**src/rtl/core/lbps_pkg.sv**
```systemverilog
// ----------------------------------------------------------------------------
// LED bar pattern sequencer package
// Mode codes, pattern constants and the item types shared by the block.
// ----------------------------------------------------------------------------
package lbps_pkg;

  typedef enum logic [3:0] {
    MODE_OFF       = 4'd0,
    MODE_STATIC    = 4'd1,
    MODE_ALTERNATE = 4'd2,
    MODE_UP        = 4'd3,
    MODE_BOUNCE    = 4'd4,
    MODE_DOWN      = 4'd5,
    MODE_WALK_ONE  = 4'd6,
    MODE_WALK_ZERO = 4'd7,
    MODE_FILL      = 4'd8
  } mode_t;

  localparam logic [7:0] CMD_MAX = 8'd8;

  localparam logic       FUNC_TICK    = 1'b0;
  localparam logic       FUNC_COMMAND = 1'b1;

  localparam logic [7:0] PAT_OFF  = 8'h00;
  localparam logic [7:0] PAT_EVEN = 8'h55;
  localparam logic [7:0] PAT_ODD  = 8'hAA;
  localparam logic [7:0] PAT_ALL  = 8'hFF;

  localparam logic [7:0] DOWN_RELOAD = 8'd255;
  localparam logic [2:0] BOUNCE_LAST = 3'd6;

  typedef struct packed {
    logic       func;
    logic [7:0] command_byte;
  } item_t;

  typedef struct packed {
    logic  valid;
    item_t item;
  } stage_t;

  function automatic logic [7:0] bounce_pattern(input logic [2:0] step);
    logic [7:0] p;
    case (step)
      3'd0:    p = 8'h18;
      3'd1:    p = 8'h24;
      3'd2:    p = 8'h42;
      3'd3:    p = 8'h81;
      3'd4:    p = 8'h42;
      3'd5:    p = 8'h24;
      3'd6:    p = 8'h18;
      default: p = PAT_OFF;
    endcase
    return p;
  endfunction

endpackage

```
**src/rtl/core/lbps_if.sv**
```systemverilog
// ----------------------------------------------------------------------------
// LED bar pattern sequencer channels
// Valid/ready channel interfaces for command/tick items and LED patterns.
// ----------------------------------------------------------------------------
interface lbps_in_if;
  logic       valid;
  logic       ready;
  logic       func;
  logic [7:0] command_byte;

  modport source(output valid, output func, output command_byte, input ready);
  modport sink(input valid, input func, input command_byte, output ready);
endinterface

interface lbps_out_if;
  logic       valid;
  logic       ready;
  logic [7:0] led_pattern;

  modport source(output valid, output led_pattern, input ready);
  modport sink(input valid, input led_pattern, output ready);
endinterface

```
**src/rtl/core/lbps_in_stage.sv**
```systemverilog
// ----------------------------------------------------------------------------
// LED bar input register
// Captures one item per cycle, but stalls while a held item is not yet taken.
// ----------------------------------------------------------------------------
module lbps_in_stage (
  input  logic                clk,
  input  logic                rst,
  input  logic                in_valid,
  input  lbps_pkg::item_t     in_item,
  output logic                in_ready,
  input  logic                advance,
  output lbps_pkg::stage_t    stage
);

  logic            valid;
  lbps_pkg::item_t item;

  assign in_ready = !valid || advance;

  always_ff @(posedge clk) begin
    if (rst) begin
      valid <= 1'b0;
    end else if (in_ready) begin
      valid <= in_valid;
    end
  end

  always_ff @(posedge clk) begin
    if (in_ready && in_valid) begin
      item <= in_item;
    end
  end

  assign stage.valid = valid;
  assign stage.item  = item;

endmodule

```
**src/rtl/core/lbps_mode_engine.sv**
```systemverilog
// ----------------------------------------------------------------------------
// LED bar mode engine
// Holds the active mode and the per-mode step counters, forms the pattern.
// ----------------------------------------------------------------------------
module lbps_mode_engine (
  input  logic            clk,
  input  logic            rst,
  input  logic            fire,
  input  lbps_pkg::item_t item,
  output logic [7:0]      pattern
);

  lbps_pkg::mode_t active_mode;
  lbps_pkg::mode_t active_mode_next;
  logic [2:0] alternate_step, alternate_step_next;
  logic [7:0] up_count, up_count_next;
  logic [2:0] bounce_step, bounce_step_next;
  logic [7:0] down_count, down_count_next;
  logic [2:0] walk_one_step, walk_one_step_next;
  logic [2:0] walk_zero_step, walk_zero_step_next;
  logic [2:0] fill_step, fill_step_next;
  logic [7:0] one_hot;
  logic       cmd_ok;
  logic [3:0] cmd_mode;

  assign one_hot  = 8'd1 << walk_one_step;
  assign cmd_ok   = item.command_byte <= lbps_pkg::CMD_MAX;
  assign cmd_mode = item.command_byte[3:0];

  always_comb begin
    case (active_mode)
      lbps_pkg::MODE_STATIC:    pattern = lbps_pkg::PAT_EVEN;
      lbps_pkg::MODE_ALTERNATE: pattern = alternate_step[0] ? lbps_pkg::PAT_ODD
                                                            : lbps_pkg::PAT_EVEN;
      lbps_pkg::MODE_UP:        pattern = up_count;
      lbps_pkg::MODE_BOUNCE:    pattern = lbps_pkg::bounce_pattern(bounce_step);
      lbps_pkg::MODE_DOWN:      pattern = down_count;
      lbps_pkg::MODE_WALK_ONE:  pattern = one_hot;
      lbps_pkg::MODE_WALK_ZERO: pattern = ~(8'd1 << walk_zero_step);
      lbps_pkg::MODE_FILL:      pattern = (8'd2 << fill_step) - 8'd1;
      default:                  pattern = lbps_pkg::PAT_OFF;
    endcase
  end

  always_comb begin
    active_mode_next    = active_mode;
    alternate_step_next = alternate_step;
    up_count_next       = up_count;
    bounce_step_next    = bounce_step;
    down_count_next     = down_count;
    walk_one_step_next  = walk_one_step;
    walk_zero_step_next = walk_zero_step;
    fill_step_next      = fill_step;
    if (item.func == lbps_pkg::FUNC_COMMAND) begin
      if (cmd_ok) begin
        if (cmd_mode == active_mode) begin
          // Reselecting the running mode restarts its counter.
          case (active_mode)
            lbps_pkg::MODE_ALTERNATE: alternate_step_next = 3'd0;
            lbps_pkg::MODE_UP:        up_count_next       = 8'd0;
            lbps_pkg::MODE_BOUNCE:    bounce_step_next    = 3'd0;
            lbps_pkg::MODE_DOWN:      down_count_next     = lbps_pkg::DOWN_RELOAD;
            lbps_pkg::MODE_WALK_ONE:  walk_one_step_next  = 3'd0;
            lbps_pkg::MODE_WALK_ZERO: walk_zero_step_next = 3'd0;
            lbps_pkg::MODE_FILL:      fill_step_next      = 3'd0;
            default:                  ;
          endcase
        end else begin
          active_mode_next = lbps_pkg::mode_t'(cmd_mode);
        end
      end
    end else begin
      case (active_mode)
        lbps_pkg::MODE_ALTERNATE: alternate_step_next = alternate_step + 3'd1;
        lbps_pkg::MODE_UP:        up_count_next       = up_count + 8'd1;
        lbps_pkg::MODE_BOUNCE:    bounce_step_next    =
            (bounce_step >= lbps_pkg::BOUNCE_LAST) ? 3'd0 : bounce_step + 3'd1;
        lbps_pkg::MODE_DOWN:      down_count_next     =
            (down_count <= 8'd1) ? lbps_pkg::DOWN_RELOAD : down_count - 8'd1;
        lbps_pkg::MODE_WALK_ONE:  walk_one_step_next  = walk_one_step + 3'd1;
        lbps_pkg::MODE_WALK_ZERO: walk_zero_step_next = walk_zero_step + 3'd1;
        lbps_pkg::MODE_FILL:      fill_step_next      = fill_step + 3'd1;
        default:                  ;
      endcase
    end
  end

  always_ff @(posedge clk) begin
    if (rst) begin
      active_mode    <= lbps_pkg::MODE_OFF;
      alternate_step <= 3'd0;
      up_count       <= 8'd0;
      bounce_step    <= 3'd0;
      down_count     <= lbps_pkg::DOWN_RELOAD;
      walk_one_step  <= 3'd0;
      walk_zero_step <= 3'd0;
      fill_step      <= 3'd0;
    end else if (fire) begin
      active_mode    <= active_mode_next;
      alternate_step <= alternate_step_next;
      up_count       <= up_count_next;
      bounce_step    <= bounce_step_next;
      down_count     <= down_count_next;
      walk_one_step  <= walk_one_step_next;
      walk_zero_step <= walk_zero_step_next;
      fill_step      <= fill_step_next;
    end
  end

  // The reload keeps the down counter off zero.
  a_down_nonzero: assert property (@(posedge clk) disable iff (rst)
    down_count != 8'd0)
    else $error("down counter reached zero");

  // The bounce sequence has seven steps.
  a_bounce_range: assert property (@(posedge clk) disable iff (rst)
    bounce_step <= lbps_pkg::BOUNCE_LAST)
    else $error("bounce step out of range");

  a_up_advance: assert property (@(posedge clk) disable iff (rst)
    fire && item.func == lbps_pkg::FUNC_TICK && active_mode == lbps_pkg::MODE_UP
    |=> up_count == $past(up_count) + 8'd1)
    else $error("up counter did not advance on tick");

  a_bad_cmd_ignored: assert property (@(posedge clk) disable iff (rst)
    fire && item.func == lbps_pkg::FUNC_COMMAND && !cmd_ok
    |=> $stable(active_mode))
    else $error("out-of-range command changed the mode");

endmodule

```
**src/rtl/core/lbps_out_stage.sv**
```systemverilog
// ----------------------------------------------------------------------------
// LED bar output register
// Holds one pattern item until the downstream side takes it.
// ----------------------------------------------------------------------------
module lbps_out_stage (
  input  logic       clk,
  input  logic       rst,
  input  logic       load,
  input  logic [7:0] pattern,
  output logic       can_load,
  output logic       out_valid,
  input  logic       out_ready,
  output logic [7:0] led_pattern
);

  logic       valid;
  logic [7:0] data;

  assign can_load    = !valid || out_ready;
  assign out_valid   = valid;
  assign led_pattern = data;

  always_ff @(posedge clk) begin
    if (rst) begin
      valid <= 1'b0;
    end else if (load) begin
      valid <= 1'b1;
    end else if (out_ready) begin
      valid <= 1'b0;
    end
  end

  always_ff @(posedge clk) begin
    if (load) begin
      data <= pattern;
    end
  end

  a_load_shows: assert property (@(posedge clk) disable iff (rst)
    load |=> valid && data == $past(pattern))
    else $error("loaded pattern not presented");

  a_no_overwrite: assert property (@(posedge clk) disable iff (rst)
    valid && !out_ready |-> !load)
    else $error("pending pattern overwritten");

  a_drain: assert property (@(posedge clk) disable iff (rst)
    valid && out_ready && !load |=> !valid)
    else $error("taken pattern still shown");

endmodule

```
**src/rtl/core/led_bar_pattern_sequencer.sv**
```systemverilog
// ----------------------------------------------------------------------------
// LED bar pattern sequencer
// A tick item's pattern passes through the input register and then the
// output register, which presents it to the downstream side.
// Throughput: one item per cycle, commands and ticks alike, with no stall
// while the output side takes every pattern.
// Reset (synchronous, rst high): mode off, all step counters zero, down
// counter 255, both registers empty.
// ----------------------------------------------------------------------------
module led_bar_pattern_sequencer (
  input  logic        clk,
  input  logic        rst,
  lbps_in_if.sink     cmd_in,
  lbps_out_if.source  led_out
);

  lbps_pkg::item_t  in_item;
  lbps_pkg::stage_t stage;
  logic             advance;
  logic             can_load;
  logic             load;
  logic [7:0]       pattern;

  assign in_item.func         = cmd_in.func;
  assign in_item.command_byte = cmd_in.command_byte;

  // Commands leave no result, so they never wait on the output register.
  assign advance = stage.valid &&
                   (stage.item.func == lbps_pkg::FUNC_COMMAND || can_load);
  assign load    = advance && stage.item.func == lbps_pkg::FUNC_TICK;

  lbps_in_stage u_in_stage (
    .clk      (clk),
    .rst      (rst),
    .in_valid (cmd_in.valid),
    .in_item  (in_item),
    .in_ready (cmd_in.ready),
    .advance  (advance),
    .stage    (stage)
  );

  lbps_mode_engine u_mode_engine (
    .clk     (clk),
    .rst     (rst),
    .fire    (advance),
    .item    (stage.item),
    .pattern (pattern)
  );

  lbps_out_stage u_out_stage (
    .clk         (clk),
    .rst         (rst),
    .load        (load),
    .pattern     (pattern),
    .can_load    (can_load),
    .out_valid   (led_out.valid),
    .out_ready   (led_out.ready),
    .led_pattern (led_out.led_pattern)
  );

endmodule

```
**src/flat_wrapper.sv**
```systemverilog
// flat-port wrapper written by rule: the top's interface ports become plain ports
module led_bar_pattern_sequencer_flat 
  (clk, rst, cmd_in_valid, cmd_in_func, cmd_in_command_byte, cmd_in_ready, led_out_valid, led_out_led_pattern, led_out_ready);
  lbps_in_if cmd_in_i ();
  lbps_out_if led_out_i ();
  input  logic clk;
  input  logic rst;
  input wire logic [$bits(cmd_in_i.valid)-1:0] cmd_in_valid;
  input wire logic [$bits(cmd_in_i.func)-1:0] cmd_in_func;
  input wire logic [$bits(cmd_in_i.command_byte)-1:0] cmd_in_command_byte;
  output wire logic [$bits(cmd_in_i.ready)-1:0] cmd_in_ready;
  output wire logic [$bits(led_out_i.valid)-1:0] led_out_valid;
  output wire logic [$bits(led_out_i.led_pattern)-1:0] led_out_led_pattern;
  input wire logic [$bits(led_out_i.ready)-1:0] led_out_ready;
  assign cmd_in_i.valid = cmd_in_valid;
  assign cmd_in_i.func = cmd_in_func;
  assign cmd_in_i.command_byte = cmd_in_command_byte;
  assign cmd_in_ready = cmd_in_i.ready;
  assign led_out_valid = led_out_i.valid;
  assign led_out_led_pattern = led_out_i.led_pattern;
  assign led_out_i.ready = led_out_ready;
  led_bar_pattern_sequencer u_core (.clk(clk), .rst(rst), .cmd_in(cmd_in_i), .led_out(led_out_i));
endmodule
```
**config.mk**
```make
export PLATFORM = sky130hd
export DESIGN_NAME = led_bar_pattern_sequencer_flat
export DESIGN_NICKNAME = d
export VERILOG_FILES = /design/src/rtl/core/lbps_pkg.sv /design/src/rtl/core/lbps_if.sv /design/src/rtl/core/lbps_in_stage.sv /design/src/rtl/core/lbps_mode_engine.sv /design/src/rtl/core/lbps_out_stage.sv /design/src/rtl/core/led_bar_pattern_sequencer.sv /design/src/flat_wrapper.sv
export SDC_FILE = /design/constraint.sdc
export NUM_CORES = 1
export LEC_CHECK = 0
export ABC_AREA = 1
export BUFFER_PORTS_ARGS = -buffer_cell sky130_fd_sc_hd__buf_4
export CORE_MARGIN = 5
export CORE_UTILIZATION = 35
export DETAILED_ROUTE_END_ITERATION = 8
export PLACE_DENSITY = 0.55
export SLEW_MARGIN = 25
export SYNTH_ARGS = -nofsm -noshare
export SYNTH_HDL_FRONTEND = slang
export SYNTH_SLANG_ARGS = --single-unit
```
**constraint.sdc**
```tcl
create_clock -name clk -period 2.12 [get_ports clk]
set_clock_uncertainty 0.2 [all_clocks]
set_input_delay 0.636 -clock clk [delete_from_list [all_inputs] [get_ports clk]]
set_output_delay 0.636 -clock clk [all_outputs]
set_load 0.01 [all_outputs]
```
==> impl_metrics.ini <==
[status]
outcome = finished, final reports clean

[sta]
max_slew_margin_pct = 66.8
fin_crit_ps = 2000
hold_viol_final = 0
fin_ws_ps = 116
fmax_mhz = 499
slew_violations = 0
worst_pin_slew_ps = 497
setup_viol = 0
fin_crit_sh_pct = 94.5
timing.setup.tns_ps = 0
rsz0062_at_grt = false

[floorplanning]
io_pins = 23
die_y_um = 105
fp.coreArea_um2 = 8760
dieArea_um2 = 11000
start_util_pct = 36.0
die_x_um = 105
num_rows = 34

[critical_path]
cp_max_fo = 2
critical_path.max_stage_delay_ps = 160
crit_path_top_delay_cell = buf_4
r2r_end = u_core.u_mode_engine.down_count[6]
critical_path_class = in2out
cp_common_cell = buf_4
rrSetupSlack_ps = 240
cp_cell_sequence = buf_4 > nor2_1 > nand3_1 > buf_4
end_kind = primary output
reg2regPathDepth = 8
cp.arrival_ps = 1170
startpoint_type = input port
path_buf_inv = 2
r2r-start = u_core.u_mode_engine.down_count[0]
crit_required_ps = 1280
cp_top_family = buffers and inverters

[place]
io_buffers = 22
pre_cts_ws_ps = 109
dp_cells = 572
place_hpwl_um = 5830
gp_congestion = 0.877

[grt]
first_global_vias = 2781
grt_max_degree = 20
grt-ovfl-total = 0
grt_pass1_wl_um = 13100
grt.total_usage_pct = 14.2
antenna_found_initial = 0

[clock_network]
cts_tree = yes
cts_root_buf = clkbuf_8
cts_resized = 0
clockBufferDepth = 2
clock-sinks = 52
post-cts-setup-buffers = 0
holdBufCountCts = 0
clkTransAtPathRegs_ps = 100
clock_latency_ps = 310
htreeDepth = 2
cts_buffers = 5

[layout]
utilization_pct = 41.1
final_cell_mix = 125 x nand2_1, 60 x inv_1, 46 x nor2_1, 41 x nand3_1, 35 x dfxtp_1
antenna_cells = 0
syn2layout_area_growth_pct = 14.2
drive_gt1_share_pct = 10.6
final_common_cell = nand2_1
fillerInstances = 931
nNetsFinal = 509
fin_cells = 580

[synth]
synth_top_family_by_area = simple AND/OR/NAND/NOR gates
yosys.cell_types.count = 31
synth-simple-area-share_pct = 32.2
muxShareOfSynthArea_pct = 0
synth_nets = 477
yosys_warnings = 0
ys_ff_latch = 52
synth_xor_xnor_area_share_pct = 1.11
netlist_area_um2 = 3150
ys_seq_area_share_pct = 38.4
synth_compound_area_share_pct = 9.68
syn-instance-count = 439
synthAdderAreaFrac_pct = 9.92
syn_area_per_cell_um2 = 7.18

[pwr]
power.total_uw = 1860
p_leak_uw = 0.00166
power_density_nw_per_um2 = 516
ir_drop_mv = 0.346

[routing]
wl_per_cell_um = 12.9
drcViolationCount = 0
viasPerCell = 5.02
drt_iter0_drc = 138
antenna_left = 0
wirelength_um = 7480
dr.pass1.iters = 4
vias = 2912

[min_path]
min-delay-start = u_core.u_mode_engine.up_count[7]
hold_path.class = reg2reg
min_to = u_core.u_mode_engine.up_count[7]
hold_depth = 2

[run]
cap_violations = 0
## worst reg2reg max path: stages, from the launching register on
cell and delay, ps:
dfxtp_1 390, inv_1 130, ha_1 250, nand2_1 120, nand2_1 80, a31oi_1 310
nand3_1 130, nand2_1 90, nand3_1 60
## synth_stat cells
library cell | instances | area share (%)
dfxtp_1 | 35 | 22
o22ai_1 | 1 | 0.20
nor3_1 | 5 | 0.79
nor3b_1 | 2 | 0.48
nand3_1 | 41 | 6.5
clkbuf_1 | 3 | 0.36
nand2_2 | 3 | 0.60
buf_2 | 1 | 0.16
nor2_1 | 46 | 5.5
xnor2_1 | 1 | 0.28
nand3_4 | 2 | 1.1
o31ai_1 | 1 | 0.24
nand2_4 | 1 | 0.36
xor2_1 | 3 | 0.83
a211oi_1 | 3 | 0.71
a21oi_4 | 1 | 0.52
nand3b_1 | 1 | 0.24
ha_1 | 25 | 9.9
o21ai_0 | 20 | 3.2
edfxtp_1 | 17 | 16
nand4_1 | 8 | 1.6
a31oi_1 | 5 | 0.99
clkinv_4 | 1 | 0.28
inv_2 | 3 | 0.36
o2111ai_1 | 1 | 0.28
nand2_1 | 125 | 15
inv_1 | 60 | 7.1
a21oi_1 | 21 | 3.3
buf_6 | 1 | 0.36
o21bai_1 | 1 | 0.24
nor2_2 | 1 | 0.20
## layer usage
metal / vias to the layer above / GRT usage [%] / share of wire [%]
li1: 1483 / - / -
met1: 1371 / 19.6 / 50
met2: 51 / 23.2 / 46
met3: 7 / 2.47 / 3.2
met4: 0 / 3.47 / 1.0
met5: - / 0 / 0
## final cells by class
| type | instances | area (um^2) | area share, % |
|---|---|---|---|
| Clock inverter | 3 | 46.3 | 1.29 |
| Clock buffer | 5 | 68.8 | 1.91 |
| Multi-Input combinational cell | 318 | 1670 | 46.4 |
| Sequential cell | 52 | 1210 | 33.6 |
| Tap cell | 108 | 135 | 3.75 |
| Timing Repair Buffer | 30 | 225 | 6.25 |
| Inverter | 64 | 245 | 6.81 |
## through the flow
step | cell area (um^2) | hold slack, ps
floorplan | 3150 | 254
global placement | 3490 | 270
detailed placement | 3490 | 276
CTS | 3600 | 287
global route | 3600 | 275
finish | 3600 | 293
## cell families (layout without fill, tap and decap cells)
kind of cell	count (synthesis)	after routing
compound gates	54	54
xor+xnor	4	4
fa+ha+maj	25	25
buf+inv	69	102
flops	52	52
simple gates	235	235
## worst max-delay path by stage
stage / startpoint / endpoint / slack (ps) / cells past startpoint
after CTS: u_core.u_in_stage.stage[8] / cmd_in_ready / 100 / 3
after floorplan: cmd_in_valid / u_core.u_in_stage.stage[0] / 340 / 2
final: led_out_ready / cmd_in_ready / 120 / 4
after global placement: led_out_ready / cmd_in_ready / 120 / 4
after global routing: u_core.u_out_stage.out_valid / cmd_in_ready / 10 / 4
after detailed placement: led_out_ready / cmd_in_ready / 110 / 4
## state kept, by name, indices dropped and copies added (netlist names)
name and cells:
u_core.u_mode_engine.walk_one_step 3, u_core.u_mode_engine.active_mode 4, u_core.u_in_stage.valid 1, u_core.u_mode_engine.fill_step 3
u_core.u_in_stage.stage 9, u_core.u_out_stage.out_valid 1, u_core.u_mode_engine.bounce_step 3, u_core.u_mode_engine.alternate_step 1
u_core.u_mode_engine.walk_zero_step 3, u_core.u_mode_engine.up_count 8, u_core.u_mode_engine.down_count 8, u_core.u_out_stage.led_pattern 8
## report_power, final
group / internal (uW) / total [uW] / switching (uW)
Combinational: 36.6 / 97.6 / 61.0
Sequential: 1040 / 1050 / 7.94
Clock: 356 / 708 / 352
No activity file was read; power rests on OpenSTA's default activity.
